--- config.mk ---
export PLATFORM = sky130hd
export DESIGN_NAME = string_escape_translator_unit
export DESIGN_NICKNAME = d
export VERILOG_FILES = /design/src/design/sxt_pkg.sv /design/src/design/sxt_fifo.sv /design/src/design/sxt_front.sv /design/src/design/sxt_back.sv /design/src/design/string_escape_translator_unit.sv
export SDC_FILE = /design/constraint.sdc
export NUM_CORES = 2
export LEC_CHECK = 0
export ABC_CLOCK_PERIOD_IN_PS = 8400
export CAP_MARGIN = 20
export CORE_AREA = 2 2 342 412
export CTS_BUF_LIST = sky130_fd_sc_hd__clkbuf_8
export DETAILED_ROUTE_END_ITERATION = 8
export DIE_AREA = 0 0 344 414
export DONT_BUFFER_PORTS = 1
export SYNTH_ARGS = -nofsm -noshare
export SYNTH_HDL_FRONTEND = slang
export SYNTH_SLANG_ARGS = --single-unit
--- constraint.sdc ---
create_clock -name i_clk -period 8.4 [get_ports i_clk]
set_input_delay 0.42 -clock i_clk [delete_from_list [all_inputs] [get_ports i_clk]]
set_output_delay 0.42 -clock i_clk [all_outputs]
set_load 0.01 [all_outputs]
--- src/design/sxt_pkg.sv ---
`default_nettype none
package sxt_pkg;

    localparam int KEY_W         = 21;
    localparam int TABLE_ENTRIES = 16;
    localparam int ENTRY_BYTES   = 4;

    typedef struct packed {
        logic        action;
        logic [7:0]  data_byte;
        logic        last;
        logic [3:0]  entry_index;
        logic        entry_valid;
        logic        entry_is_codepoint;
        logic [20:0] entry_key;
        logic [2:0]  entry_length;
        logic [31:0] entry_bytes;
    } t_in;

    typedef struct packed {
        logic [7:0] out_byte;
        logic       byte_valid;
        logic       run_end;
        logic       string_end;
        logic [1:0] error_code;
    } t_res;

    typedef enum logic [1:0] {
        ERR_NONE  = 2'd0,
        ERR_UTF8  = 2'd1,
        ERR_TRUNC = 2'd2
    } t_err;

    typedef enum logic [2:0] {
        OP_NONE,
        OP_TBL,
        OP_RAW,
        OP_UTF8,
        OP_CP,
        OP_ESC,
        OP_ERR
    } t_op;

    typedef enum logic [2:0] {
        PH_IDLE,
        PH_ESC,
        PH_HEXX,
        PH_HEXU,
        PH_UTF8
    } t_phase;

    typedef enum logic [1:0] {
        ST_IDLE,
        ST_CMP,
        ST_SEL,
        ST_EMIT
    } t_state;

    // word passed from the parser to the emitter
    typedef struct packed {
        t_op         op;
        logic [20:0] val;
        logic        last;
        t_err        err;
        logic [3:0]  tidx;
        logic        tvalid;
        logic        tkind;
        logic [2:0]  tlen;
        logic [31:0] tbytes;
    } t_cmd;

    localparam logic [7:0] CH_BSL = 8'h5C;
    localparam logic [7:0] CH_X   = 8'h78;
    localparam logic [7:0] CH_U   = 8'h75;

endpackage
`default_nettype wire

--- src/design/sxt_fifo.sv ---
`default_nettype none
module sxt_fifo #(
    parameter int WIDTH = 8,
    parameter int DEPTH = 4
) (
    input  wire logic             i_clk,
    input  wire logic             i_rst_n,
    input  wire logic             i_push,
    input  wire logic [WIDTH-1:0] i_wdata,
    input  wire logic             i_pop,
    output logic      [WIDTH-1:0] o_rdata,
    output logic                  o_full,
    output logic                  o_empty
);
    localparam int PW = (DEPTH > 1) ? $clog2(DEPTH) : 1;
    localparam int CW = $clog2(DEPTH + 1);

    logic [WIDTH-1:0] r_mem [DEPTH];
    logic [PW-1:0]    r_wp, r_rp;
    logic [CW-1:0]    r_cnt;
    logic             w_push, w_pop;

    assign o_full  = (r_cnt == CW'(DEPTH));
    assign o_empty = (r_cnt == '0);
    assign w_push  = i_push && !o_full;
    assign w_pop   = i_pop && !o_empty;
    assign o_rdata = r_mem[r_rp];

    always_ff @(posedge i_clk) begin
        if (w_push) begin
            r_mem[r_wp] <= i_wdata;
        end
    end

    always_ff @(posedge i_clk) begin
        if (!i_rst_n) begin
            r_wp  <= '0;
            r_rp  <= '0;
            r_cnt <= '0;
        end else begin
            if (w_push) begin
                r_wp <= (r_wp == PW'(DEPTH - 1)) ? '0 : r_wp + 1'b1;
            end
            if (w_pop) begin
                r_rp <= (r_rp == PW'(DEPTH - 1)) ? '0 : r_rp + 1'b1;
            end
            r_cnt <= r_cnt + CW'(w_push) - CW'(w_pop);
        end
    end
endmodule
`default_nettype wire

--- src/design/sxt_front.sv ---
`default_nettype none
module sxt_front
    import sxt_pkg::*;
(
    input  wire logic i_clk,
    input  wire logic i_rst_n,
    input  wire logic i_named,
    input  wire logic i_take,
    input  wire t_in  i_in,
    output logic      o_enq,
    output t_cmd      o_cmd
);
    t_phase      r_phase, n_phase;
    logic [15:0] r_hex, n_hex;
    logic [2:0]  r_dig, n_dig;
    logic [1:0]  r_rem, n_rem;
    logic [20:0] r_uacc, n_uacc;
    logic        r_drop, n_drop;
    logic [3:0]  w_hv;
    logic [7:0]  b;
    t_err        w_err;

    assign b = i_in.data_byte;

    always_comb begin
        if (b >= 8'h30 && b <= 8'h39) w_hv = 4'(b - 8'h30);
        else if (b >= 8'h41 && b <= 8'h46) w_hv = 4'(b - 8'h37);
        else if (b >= 8'h61 && b <= 8'h66) w_hv = 4'(b - 8'h57);
        else w_hv = 4'd0;
    end

    always_comb begin
        n_phase = r_phase;
        n_hex   = r_hex;
        n_dig   = r_dig;
        n_rem   = r_rem;
        n_uacc  = r_uacc;
        n_drop  = r_drop;
        w_err   = ERR_NONE;
        o_enq   = 1'b0;
        o_cmd   = '0;
        o_cmd.op   = OP_NONE;
        o_cmd.err  = ERR_NONE;
        o_cmd.last = i_in.last;
        if (i_take && i_in.action) begin
            o_enq       = 1'b1;
            o_cmd.op    = OP_TBL;
            o_cmd.last  = 1'b0;
            o_cmd.val   = i_in.entry_key;
            o_cmd.tidx  = i_in.entry_index;
            o_cmd.tvalid = i_in.entry_valid;
            o_cmd.tkind = i_in.entry_is_codepoint;
            o_cmd.tlen  = i_in.entry_length;
            o_cmd.tbytes = i_in.entry_bytes;
        end else if (i_take) begin
            if (r_drop) begin
                if (i_in.last) begin
                    n_drop = 1'b0;
                end
            end else begin
                case (r_phase)
                    PH_ESC: begin
                        if (b == CH_X || b == CH_U) begin
                            n_phase = (b == CH_X) ? PH_HEXX : PH_HEXU;
                            n_hex   = '0;
                            n_dig   = '0;
                        end else begin
                            o_cmd.op  = OP_ESC;
                            o_cmd.val = {13'd0, b};
                            n_phase   = PH_IDLE;
                        end
                    end
                    PH_HEXX, PH_HEXU: begin
                        n_hex = {r_hex[11:0], w_hv};
                        n_dig = r_dig + 3'd1;
                        if (r_phase == PH_HEXX && n_dig >= 3'd2) begin
                            o_cmd.op  = OP_RAW;
                            o_cmd.val = {13'd0, n_hex[7:0]};
                            n_phase   = PH_IDLE;
                        end else if (r_phase == PH_HEXU && n_dig >= 3'd4) begin
                            o_cmd.op  = i_named ? OP_CP : OP_UTF8;
                            o_cmd.val = {5'd0, n_hex};
                            n_phase   = PH_IDLE;
                        end
                    end
                    PH_UTF8: begin
                        if (b[7:6] != 2'b10) begin
                            w_err = ERR_UTF8;
                        end else begin
                            n_uacc = {r_uacc[14:0], b[5:0]};
                            n_rem  = r_rem - 2'd1;
                            if (n_rem == 2'd0) begin
                                o_cmd.op  = OP_CP;
                                o_cmd.val = n_uacc;
                                n_phase   = PH_IDLE;
                            end
                        end
                    end
                    default: begin
                        n_phase = PH_IDLE;
                        if (b == CH_BSL) begin
                            n_phase = PH_ESC;
                        end else if (!i_named) begin
                            o_cmd.op  = OP_RAW;
                            o_cmd.val = {13'd0, b};
                        end else if (!b[7]) begin
                            o_cmd.op  = OP_CP;
                            o_cmd.val = {13'd0, b};
                        end else if (b[7:5] == 3'b110) begin
                            n_uacc = {16'd0, b[4:0]};
                            n_rem = 2'd1;
                            n_phase = PH_UTF8;
                        end else if (b[7:4] == 4'b1110) begin
                            n_uacc = {17'd0, b[3:0]};
                            n_rem = 2'd2;
                            n_phase = PH_UTF8;
                        end else if (b[7:3] == 5'b11110) begin
                            n_uacc = {18'd0, b[2:0]};
                            n_rem = 2'd3;
                            n_phase = PH_UTF8;
                        end else begin
                            w_err = ERR_UTF8;
                        end
                    end
                endcase
                if (i_in.last && w_err == ERR_NONE && n_phase != PH_IDLE) begin
                    w_err = ERR_TRUNC;
                end
                if (w_err != ERR_NONE) begin
                    o_cmd.op  = OP_ERR;
                    o_cmd.err = w_err;
                    n_drop    = !i_in.last;
                end
            end
            if (w_err != ERR_NONE || i_in.last) begin
                n_phase = PH_IDLE;
                n_hex   = '0;
                n_dig   = '0;
                n_rem   = '0;
                n_uacc  = '0;
            end
            o_enq = (o_cmd.op != OP_NONE) || i_in.last;
        end
    end

    always_ff @(posedge i_clk) begin
        if (!i_rst_n) begin
            r_phase <= PH_IDLE;
            r_hex   <= '0;
            r_dig   <= '0;
            r_rem   <= '0;
            r_uacc  <= '0;
            r_drop  <= 1'b0;
        end else begin
            r_phase <= n_phase;
            r_hex   <= n_hex;
            r_dig   <= n_dig;
            r_rem   <= n_rem;
            r_uacc  <= n_uacc;
            r_drop  <= n_drop;
        end
    end
endmodule
`default_nettype wire

--- src/design/sxt_back.sv ---
`default_nettype none
module sxt_back
    import sxt_pkg::*;
(
    input  wire logic i_clk,
    input  wire logic i_rst_n,
    input  wire t_cmd i_cmd,
    input  wire logic i_cmd_empty,
    output logic      o_cmd_pop,
    input  wire logic i_res_full,
    output logic      o_res_push,
    output t_res      o_res
);
    localparam int IW      = (TABLE_ENTRIES > 1) ? $clog2(TABLE_ENTRIES) : 1;
    localparam int OUT_MAX = (ENTRY_BYTES > 3) ? ENTRY_BYTES : 3;
    localparam int KW      = $clog2(OUT_MAX + 1);
    localparam int BW      = $clog2(OUT_MAX);
    localparam int TW      = $clog2(ENTRY_BYTES + 1);

    logic                     r_used [TABLE_ENTRIES];
    logic                     r_kind [TABLE_ENTRIES];
    logic [KEY_W-1:0]         r_key  [TABLE_ENTRIES];
    logic [TW-1:0]            r_tcnt [TABLE_ENTRIES];
    logic [31:0]              r_pay  [TABLE_ENTRIES];

    t_state                   r_state, n_state;
    t_cmd                     r_cmd, n_cmd;
    logic [TABLE_ENTRIES-1:0] r_hit, n_hit;
    logic [7:0]               r_bytes [OUT_MAX];
    logic [7:0]               n_bytes [OUT_MAX];
    logic [KW-1:0]            r_cnt, n_cnt, r_k, n_k;
    logic                     r_bval, n_bval;
    logic                     w_we;
    logic [IW-1:0]            w_waddr, w_sel;
    logic                     w_found;
    logic [TW-1:0]            w_len;
    logic [15:0]              w_cp;

    assign w_waddr = IW'(i_cmd.tidx);
    assign w_cp    = r_cmd.val[15:0];
    assign w_len   = (32'(i_cmd.tlen) > ENTRY_BYTES) ? TW'(ENTRY_BYTES) : TW'(i_cmd.tlen);

    // first used slot that matched wins
    always_comb begin
        w_sel   = '0;
        w_found = 1'b0;
        for (int i = TABLE_ENTRIES - 1; i >= 0; i--) begin
            if (r_hit[i]) begin
                w_sel   = IW'(i);
                w_found = 1'b1;
            end
        end
    end

    always_comb begin
        n_state    = r_state;
        n_cmd      = r_cmd;
        n_hit      = r_hit;
        n_bytes    = r_bytes;
        n_cnt      = r_cnt;
        n_k        = r_k;
        n_bval     = r_bval;
        o_cmd_pop  = 1'b0;
        o_res_push = 1'b0;
        w_we       = 1'b0;
        o_res.out_byte   = r_bval ? r_bytes[r_k[BW-1:0]] : 8'd0;
        o_res.byte_valid = r_bval;
        o_res.run_end    = (r_k == r_cnt - 1'b1);
        o_res.string_end = (r_k == r_cnt - 1'b1) && r_cmd.last;
        o_res.error_code = r_cmd.err;
        case (r_state)
            ST_IDLE: begin
                if (!i_cmd_empty) begin
                    o_cmd_pop = 1'b1;
                    if (i_cmd.op == OP_TBL) begin
                        w_we = (32'(i_cmd.tidx) < TABLE_ENTRIES);
                    end else begin
                        n_cmd   = i_cmd;
                        n_state = ST_CMP;
                    end
                end
            end
            ST_CMP: begin
                for (int i = 0; i < TABLE_ENTRIES; i++) begin
                    n_hit[i] = r_used[i] && r_key[i] == r_cmd.val &&
                               ((r_cmd.op == OP_CP && r_kind[i]) ||
                                (r_cmd.op == OP_ESC && !r_kind[i]));
                end
                n_state = ST_SEL;
            end
            ST_SEL: begin
                for (int j = 0; j < OUT_MAX; j++) begin
                    n_bytes[j] = 8'd0;
                end
                n_bval = 1'b1;
                n_cnt  = '0;
                n_k    = '0;
                case (r_cmd.op)
                    OP_RAW: begin
                        n_bytes[0] = r_cmd.val[7:0];
                        n_cnt      = KW'(1);
                    end
                    OP_UTF8: begin
                        if (w_cp == 16'd0) begin
                            n_cnt = '0;
                        end else if (w_cp <= 16'h7F) begin
                            n_bytes[0] = w_cp[7:0];
                            n_cnt      = KW'(1);
                        end else if (w_cp <= 16'h7FF) begin
                            n_bytes[0] = {3'b110, w_cp[10:6]};
                            n_bytes[1] = {2'b10, w_cp[5:0]};
                            n_cnt      = KW'(2);
                        end else begin
                            n_bytes[0] = {4'b1110, w_cp[15:12]};
                            n_bytes[1] = {2'b10, w_cp[11:6]};
                            n_bytes[2] = {2'b10, w_cp[5:0]};
                            n_cnt      = KW'(3);
                        end
                    end
                    OP_CP, OP_ESC: begin
                        if (w_found) begin
                            for (int j = 0; j < OUT_MAX; j++) begin
                                if (j < 4) begin
                                    n_bytes[j] = r_pay[w_sel][8*j +: 8];
                                end
                            end
                            n_cnt = KW'(r_tcnt[w_sel]);
                        end else begin
                            n_bytes[0] = (r_cmd.op == OP_CP) ? 8'hFF : r_cmd.val[7:0];
                            n_cnt      = KW'(1);
                        end
                    end
                    OP_ERR: begin
                        n_bval = 1'b0;
                        n_cnt  = KW'(1);
                    end
                    default: begin
                        n_cnt = '0;
                    end
                endcase
                // string end with nothing to show still closes the string
                if (n_cnt == '0 && r_cmd.last) begin
                    n_bval = 1'b0;
                    n_cnt  = KW'(1);
                end
                n_state = (n_cnt == '0) ? ST_IDLE : ST_EMIT;
            end
            ST_EMIT: begin
                if (!i_res_full) begin
                    o_res_push = 1'b1;
                    n_k        = r_k + 1'b1;
                    if (r_k == r_cnt - 1'b1) begin
                        n_state = ST_IDLE;
                    end
                end
            end
            default: begin
                n_state = ST_IDLE;
            end
        endcase
    end

    always_ff @(posedge i_clk) begin
        if (!i_rst_n) begin
            r_state <= ST_IDLE;
        end else begin
            r_state <= n_state;
        end
    end

    always_ff @(posedge i_clk) begin
        r_cmd   <= n_cmd;
        r_hit   <= n_hit;
        r_bytes <= n_bytes;
        r_cnt   <= n_cnt;
        r_k     <= n_k;
        r_bval  <= n_bval;
    end

    always_ff @(posedge i_clk) begin
        if (!i_rst_n) begin
            for (int i = 0; i < TABLE_ENTRIES; i++) begin
                r_used[i] <= 1'b0;
            end
        end else if (w_we) begin
            r_used[w_waddr] <= i_cmd.tvalid;
        end
    end

    always_ff @(posedge i_clk) begin
        if (w_we && i_cmd.tvalid) begin
            r_kind[w_waddr] <= i_cmd.tkind;
            r_key[w_waddr]  <= i_cmd.val;
            r_tcnt[w_waddr] <= w_len;
            r_pay[w_waddr]  <= i_cmd.tbytes;
        end
    end

    a_emit_in_range: assert property (@(posedge i_clk) disable iff (!i_rst_n)
        r_state == ST_EMIT |-> r_k < r_cnt)
        else $error("emit index past run length");

    a_push_only_emit: assert property (@(posedge i_clk) disable iff (!i_rst_n)
        o_res_push |-> r_state == ST_EMIT)
        else $error("result pushed outside emit");

    a_sel_exit: assert property (@(posedge i_clk) disable iff (!i_rst_n)
        r_state == ST_SEL |=> (r_state == ST_EMIT || r_state == ST_IDLE))
        else $error("select stage did not finish");

    a_pop_idle: assert property (@(posedge i_clk) disable iff (!i_rst_n)
        o_cmd_pop |-> (r_state == ST_IDLE && !i_cmd_empty))
        else $error("command popped while busy");
endmodule
`default_nettype wire

--- src/design/string_escape_translator_unit.sv ---
// String-literal escape translator. Bytes enter through a queue-style port
// (push/full) and translated bytes leave through another (pop/empty); a
// parser front end accepts one byte or table write per cycle while the
// command queue of CMD_DEPTH words is not full, and the emitter behind it
// takes a table write while idle and runs a string byte that yields N results
// (0 to 4) through its compare, select and one-result-per-cycle emit steps,
// the emit stalling while the result queue is full. A byte dropped after an
// error costs the emitter nothing unless it ends the string. The command queue
// lets the front end take bytes while the emitter is busy. The user writes
// named_mode through the cfg port while the block is idle; it is not enforced.
`default_nettype none
module string_escape_translator_unit
    import sxt_pkg::*;
#(
    parameter int CMD_DEPTH     = 4,
    parameter int RES_DEPTH     = 4
) (
    input  wire logic i_clk,
    input  wire logic i_rst_n,
    input  wire logic push,
    output logic      full,
    input  wire t_in  i_in,
    output logic      empty,
    input  wire logic pop,
    output t_res      o_out,
    input  wire logic i_cfg_valid,
    output logic      o_cfg_ready,
    input  wire logic i_cfg_data
);
    logic r_named;
    logic w_take, w_enq, w_cmd_empty, w_cmd_pop, w_res_full, w_res_push;
    t_cmd w_cmd_in, w_cmd_out;
    t_res w_res;

    assign o_cfg_ready = 1'b1;
    assign w_take      = push && !full;

    always_ff @(posedge i_clk) begin
        if (!i_rst_n) begin
            r_named <= 1'b0;
        end else if (i_cfg_valid) begin
            r_named <= i_cfg_data;
        end
    end

    sxt_front u_front (
        .i_clk   (i_clk),
        .i_rst_n (i_rst_n),
        .i_named (r_named),
        .i_take  (w_take),
        .i_in    (i_in),
        .o_enq   (w_enq),
        .o_cmd   (w_cmd_in)
    );

    sxt_fifo #(.WIDTH($bits(t_cmd)), .DEPTH(CMD_DEPTH)) u_cmd_q (
        .i_clk   (i_clk),
        .i_rst_n (i_rst_n),
        .i_push  (w_enq),
        .i_wdata (w_cmd_in),
        .i_pop   (w_cmd_pop),
        .o_rdata (w_cmd_out),
        .o_full  (full),
        .o_empty (w_cmd_empty)
    );

    sxt_back u_back (
        .i_clk       (i_clk),
        .i_rst_n     (i_rst_n),
        .i_cmd       (w_cmd_out),
        .i_cmd_empty (w_cmd_empty),
        .o_cmd_pop   (w_cmd_pop),
        .i_res_full  (w_res_full),
        .o_res_push  (w_res_push),
        .o_res       (w_res)
    );

    sxt_fifo #(.WIDTH($bits(t_res)), .DEPTH(RES_DEPTH)) u_res_q (
        .i_clk   (i_clk),
        .i_rst_n (i_rst_n),
        .i_push  (w_res_push),
        .i_wdata (w_res),
        .i_pop   (pop),
        .o_rdata (o_out),
        .o_full  (w_res_full),
        .o_empty (empty)
    );
endmodule
`default_nettype wire

# Word level (Yosys, flattened, before mapping)
# Memory sizes are Yosys's and may differ from the RTL's. A register that Yosys moved wholly into a read port is not among the register bits.
# Index checks and enable logic that the tools add are counted.
[classes]
n_bitwise = 4
n_eq_ne = 52
addsub = 15
n_mux = 186
reduce_logical = 150
magnitude_cmp = 12
[op_table]
columns = ["cell", "count"]
rows = [
  ["24-bit two-way mux", 15],
  ["21-bit equality test", 16],
  ["15-bit two-way mux", 9],
  ["3-bit two-way mux", 29],
  ["2-bit two-way mux", 41],
  ["1-bit logical AND", 80],
  ["4-bit two-way mux", 20],
  ["24-bit case mux with 3 select lines", 1],
  ["8-bit two-way mux", 7],
  ["1-bit two-way mux", 46],
  ["41-bit two-way mux", 1],
  ["12-bit two-way mux", 3],
  ["16-bit case mux with 2 select lines", 1],
  ["15-bit case mux with 2 select lines", 1],
  ["8-bit by 7-bit equality test with 1-bit output, second input constant", 3],
  ["12-bit case mux with 2 select lines", 1],
  ["8-bit case mux with 3 select lines", 1],
  ["3-bit equality test, second input constant", 7],
  ["1-bit logical NOT", 21],
  ["1-bit logical OR", 19],
  ["3-bit case mux with 3 select lines", 2],
  ["8-bit binary-select mux with 2-bit select", 1],
  ["8-bit by 7-bit >= comparator with 1-bit output, second input constant", 2],
  ["16-bit by 11-bit <= comparator with 1-bit output, second input constant", 1],
  ["47 further kinds", 91],
]
[totals]
ram_bits = 1252
mem_count = 7
regBits = 135
wordCells = 452
out_inout_bits = 16
inputBits = 78
[mem_list]
columns = ["memory", "depth", "word_bits", "rd", "rd_ports_with_merged_regs", "wr", "line_no", "text"]
rows = [
  ["u_back.r_pay", 16, 32, 1, 0, 1, "sxt_back.sv:24", "logic [31:0] r_pay [TABLE_ENTRIES];"],
  ["u_back.r_key", 16, 21, 16, 0, 1, "sxt_back.sv:22", "logic [KEY_W-1:0] r_key [TABLE_ENTRIES];"],
  ["u_cmd_q.r_mem", 4, 68, 1, 1, 1, "sxt_fifo.sv:18", "logic [WIDTH-1:0] r_mem [DEPTH];"],
  ["u_res_q.r_mem", 4, 13, 1, 1, 1, "sxt_fifo.sv:18", ""],
  ["u_back.r_tcnt", 16, 3, 1, 0, 1, "sxt_back.sv:23", "logic [TW-1:0] r_tcnt [TABLE_ENTRIES];"],
  ["u_back.r_kind", 16, 1, 16, 0, 1, "sxt_back.sv:21", "logic r_kind [TABLE_ENTRIES];"],
  ["1 more memories", "--", "--", "--", "--", "--", "--", ""],
]

# Logic depth before layout (Yosys ltp)
[logic_depth]
depth_word = 30
depth_mapped = 14
ltp_nobuf = 14

# Cells and area by module
# Synthesis repeated with hierarchy kept, for this count alone.
[unflattened]
cells_unflattened = 3683
area_unflattened_um2 = 56989.7
[modules_own_cells]
columns = ["module", "area_per_inst_um2", "instances", "seq_area_each_um2", "cells_per_inst"]
rows = [
  ["sxt_back", 41262.1, 1, 30209.0, 2740],
  ["sxt_fifo at u_cmd_q", 10311.1, 1, 8348.0, 408],
  ["sxt_front", 2999.1, 1, 720.7, 410],
  ["sxt_fifo at u_res_q", 2363.5, 1, 1741.7, 119],
  ["string_escape_translator_unit", 53.8, 1, 20.0, 6],
]

# Least setup slack after synthesis
# Ideal clock, no wire load.
[synth_path]
kind = "register to register"
startpoint = "register (tool-made name)"
endpoint = "memory u_back.r_key[15][0] (enable)"
t_required_ps = 7926
synth_period_minus_slack_ps = 4477
stages_incl_launch_ff = 8
arrival_ps = 4003
slack_ps = 3923
setup_ps = 474
n_path_buf = 1
path_cell_list = "dfxtp_1 buf_2 mux4_2 nor2_1 and3_1 o211a_1 nand2_1 nor2_1"
[synth_lines]
columns = ["item", "line_no"]
rows = [
  ["end: declaration", "sxt_back.sv:22"],
]

# Worst setup path in the final report
[layout_path]
startpoint = "register u_front.r_phase[2]"
endpoint = "register u_cmd_q.r_cnt[2]"
[layout_between]
elab_chain_cells = 26
word_cells_on_any_way = 43
cone_classes = "add/sub: 2; eq/ne: 4; mux: 25; reduce/logical: 12"
[layout_rtl]
columns = ["item", "line_no", "text"]
rows = [
  ["start: declaration", "sxt_front.sv:13", "t_phase r_phase, n_phase;"],
  ["start signal: assignment", "sxt_front.sv:155", "r_phase <= n_phase;"],
  ["3-bit by 2-bit equality test with 1-bit output", "sxt_front.sv:61, sxt_front.sv:80", ""],
  ["1-bit logical AND", "sxt_front.sv:80", "end else if (r_phase == PH_HEXU && n_dig >= 3'd4) begin"],
  ["3-bit two-way mux", "sxt_front.sv:80", ""],
  ["3-bit two-way mux", "sxt_front.sv:76", "if (r_phase == PH_HEXX && n_dig >= 3'd2) begin"],
  ["3-bit case mux with 3 select lines", "sxt_front.sv:61", "case (r_phase)"],
  ["3-bit two-way mux", "sxt_front.sv:56", "if (r_drop) begin"],
  ["3-bit two-way mux", "sxt_front.sv:55", "end else if (i_take) begin"],
  ["3-bit two-way mux", "sxt_front.sv:45", "if (i_take && i_in.action) begin"],
  ["[... 11 more ...]", "--", ""],
  ["3-bit nonzero test *", "sxt_front.sv:142", "o_enq = (o_cmd.op != OP_NONE) || i_in.last;"],
  ["1-bit logical OR *", "sxt_front.sv:142", ""],
  ["1-bit two-way mux *", "sxt_front.sv:55", ""],
  ["1-bit two-way mux *", "sxt_front.sv:45", ""],
  ["1-bit logical AND *", "sxt_fifo.sv:25", "assign w_push = i_push && !o_full;"],
  ["via u_cmd_q.w_push", "sxt_fifo.sv:21", "logic w_push, w_pop;"],
  ["3-bit by 1-bit adder with 3-bit output *", "sxt_fifo.sv:47", "r_cnt <= r_cnt + CW'(w_push) - CW'(w_pop);"],
  ["3-bit by 1-bit subtractor with 3-bit output *", "sxt_fifo.sv:47", ""],
  ["end signal: assignment", "sxt_fifo.sv:47", ""],
  ["end: declaration", "sxt_fifo.sv:20", "logic [CW-1:0] r_cnt;"],
]
# Mark *: on every way through the listed nets, which the timed path passes. The rest lies on a longest branch. The select of a mux whose other input is x is not followed.
# A chain may end at the register's enable or synchronous reset.

==> metrics.yaml <==
timing:
  worstMarginPinSlew_ns: 1.17
  skew_ns: 0.0359
  post-route-min-period_ns: 4.70
  slew_headroom: 0.222
  setup_tns_ns: 0
  max_freq_mhz: 213
  finalSetupViolations: 0
  drv_slew: 0
  holdWs_ns: 0.108
  hold_violations: 0
  timing.final.crit_share: 0.559
  rsz0062_at_grt: "false"
floorplan:
  core-area_um2: 139000
  initial_core_util: 0.408
  io_pins: 94
  die_h_um: 414
  num_rows: 150
  dieArea_um2: 142000
  die_x_um: 344
grt:
  grt_max_degree: 144
  grt_pass1_vias: 32484
  grt_pass1_wl_mm: 222
  antenna_found_initial: 5
  overflow: 0
  grt.total_usage: 0.214
pwr:
  leakage_uw: 0.0202
  power_frac_comb: 0.280
  pwr-share-seq: 0.475
  switching_share: 0.346
  ir_drop_mv: 0.175
  p_sw_uw: 6720
  intPower_uw: 12700
  clkPwrFrac: 0.245
  power_density_nw_per_um2: 309
synthesis:
  yosys_most_used_dff: "edfxtp_1"
  ys_seq_area_frac: 0.727
  synth.avg_cell_area_um2: 15.8
  syn_area_um2: 56500
  yosys_warnings: 0
  synth_edf_count: 1318
  async_flop_share: 0
  syn_inst: 3577
  syn_nets: 3678
  synth_cell_types: 85
  synth_seq_cells: 1391
critical_path:
  cp-end-kind: "flop"
  r2r-start: "u_front.r_phase[2]"
  cp_max_fo: 13
  rrSetupSlack_ns: 3.70
  arrival_ns: 5.48
  path_cells: "nor3b_1 > o21ai_0 > dlygate4sd3_1 > o31ai_2 > a211oi_1 > a32o_1 > a21oi_1 > ha_1 > inv_1 > fa_1 > xnor2_1 > xnor2_1 > and2_1 > dlygate4sd3_1"
  required_ns: 9.19
  cp_top_family: "compound AO/OA/AOI/OAI gates"
  cp_slowest_stage_delay_ns: 0.60
  path_class: "flop to flop"
  worst_setup_path_start_kind: "flop"
  crit_buf_inv: 3
  cp_slowest_cell: "dfxtp_1"
  reg2reg_to: "u_cmd_q.r_cnt[2]"
  worst_r2r_path_depth: 14
clock_tree:
  cts-root-buf: "clkbuf_8"
  clkLatencyLatePin_ns: 0.91
  cts_tree: "done"
  clkSinkCount: 1391
  h-tree-depth: 4
  cts-buffers-inserted: 195
  ctsResizeCount: 0
  cts_max_path_buffers: 3
  clk_pin_slew_ns: 0.07
finish:
  final_nets: 3820
  most-common-layout-cells: "1,318 x edfxtp_1, 351 x nand2_1, 201 x clkbuf_8"
  final_common_cell: "edfxtp_1"
  final_layout_size_suffix_gt1_frac: 0.124
  area_delta_synth_final_pct: 11.6
  fin_area_um2: 63000
placement:
  gp_routability_congestion: 0.823
  dpl_cell_area_um2: 58700
  hpwl_mm: 86.0
  io_buffers: 0
drt:
  totalWireLength_mm: 154
  vias: 32552
  drt_iter0_markers: 3466
  remaining_drc_errors: 0
  drt-wirelength-per-cell_um: 26.9
  drt-vias-per-instance: 5.71
  drtAntennaViolNets: 0
  first_pass_iters: 7
job:
  maxCapViolCount: 0
worst_hold_path:
  whs_endpoint: "u_cmd_q.r_mem[0][65]"
  hp-class: "input pin to flop"
  min_path_cells: 2
  hp-start: "push"
outcome:
  status: "finished, final reports clean"
-- registers in the layout (all words and copies together), names as in the netlist, 12 cells and up, named ones only --
name	count
u_back.r_bytes	32
u_back.r_cmd	25
u_back.r_hit	16
u_back.r_key	336
u_back.r_kind	16
u_back.r_pay	512
u_back.r_tcnt	48
u_back.r_used	16
u_cmd_q.r_mem	272
u_front.r_hex	12
u_front.r_uacc	15
u_res_q.r_mem	52
-- how the worst max path moves through the flow --
stage | cells after the start | slack [ns] | end | start
finish | 14 | 3.70 | u_cmd_q.r_cnt[2] | u_front.r_phase[2]
detailed placement | 7 | 3.81 | u_back.r_pay[13][26] | flop
global placement | 7 | 3.80 | u_back.r_pay[13][26] | flop
global route | 14 | 3.37 | u_cmd_q.r_cnt[2] | u_front.r_phase[2]
CTS | 7 | 3.78 | u_back.r_key[13][19] | flop
floorplan | 7 | 3.92 | u_back.r_key[15][0] | flop
-- through the flow --
stage / std cells / worst slack, ns / util / power [uW]
2_1_floorplan: 3577 / 3.92 / - / 12500
3_3_place_gp: 5258 / 3.80 / 0.423 / 14700
3_5_place_dp: 5261 / 3.81 / 0.424 / 14800
4_1_cts: 5701 / 3.78 / 0.455 / 19500
5_1_grt: 5703 / 3.37 / 0.455 / 20200
6_report: 5705 / 3.70 / 0.455 / 19400
-- synth_stat cells, types with 23 or more instances --
master / number / area (um2)
nor2b_1: 26 / 163
xor2_1: 182 / 1590
nor2_1: 67 / 251
o21a_1: 33 / 248
and2_1: 66 / 413
and3_1: 92 / 576
buf_2: 51 / 255
inv_1: 33 / 124
dfxtp_1: 73 / 1460
a211oi_1: 105 / 788
nand2_1: 352 / 1320
a311oi_1: 85 / 744
xnor2_1: 183 / 1600
buf_1: 48 / 180
a22oi_1: 26 / 195
clkbuf_1: 109 / 409
a31oi_1: 38 / 238
mux4_2: 104 / 2340
nand3_1: 105 / 526
a21boi_0: 23 / 173
nor3_1: 26 / 130
edfxtp_1: 1318 / 39600
nand2b_1: 30 / 188
o21ai_0: 58 / 290
a21oi_1: 37 / 185
nand4_1: 51 / 319
nor4_1: 73 / 457
-- layout make-up --
class	count	area, um2
inverters	33	124
multi-input cells	1936	14600
clock buffers	201	2770
well taps	1824	2280
diodes	3	7.51
clock inverters	155	681
flip-flops and latches	1391	41000
repair buffers	162	1480
fillers	12155	75500
-- cells by family after synthesis --
kind of cell,after synthesis,synth area share
muxes,123,0.0449
DFF,1391,0.727
buffers and inverters,250,0.0187
and+or+nand+nor,934,0.0840
adders and majority gates,23,0.00536
other,1,0.0000664
xor gates and xnor gates,366,0.0569
AOI/OAI and AO/OA,489,0.0635
-- per-layer routing --
layer,global-route usage,wire length (um)
met4,0.0660,4380
met2,0.359,76100
met3,0.0345,10300
met5,0,0
met1,0.286,62800
-- worst register-to-register path, delay by kind of cell, from the launching register on --
| family | cells | cell delay [ns] |
|---|---|---|
| AO/OA/AOI/OAI | 5 | 1.23 |
| buffers and inverters | 3 | 1.20 |
| adder cells (fa/ha/maj) | 2 | 0.66 |
| AND/OR/NAND/NOR | 2 | 0.64 |
| flip-flops | 1 | 0.60 |
| XOR/XNOR | 2 | 0.28 |
-- power groups by stage --
stage | Sequential [uW] | Combinational (uW) | Clock, uW
4_1_cts | 9240 | 5430 | 4860
2_1_floorplan | 9140 | 3410 | 0
6_report | 9240 | 5430 | 4770
3_5_place_dp | 9380 | 5370 | 0
5_1_grt | 9270 | 5770 | 5120
3_3_place_gp | 9370 | 5320 | 0
-- repair_timing --
item,in CTS,in global routing
buffers inserted,0,0
endpoints found under the hold margin,345,0
hold buffers,84,0
Power figures use the tool's default switching activity.
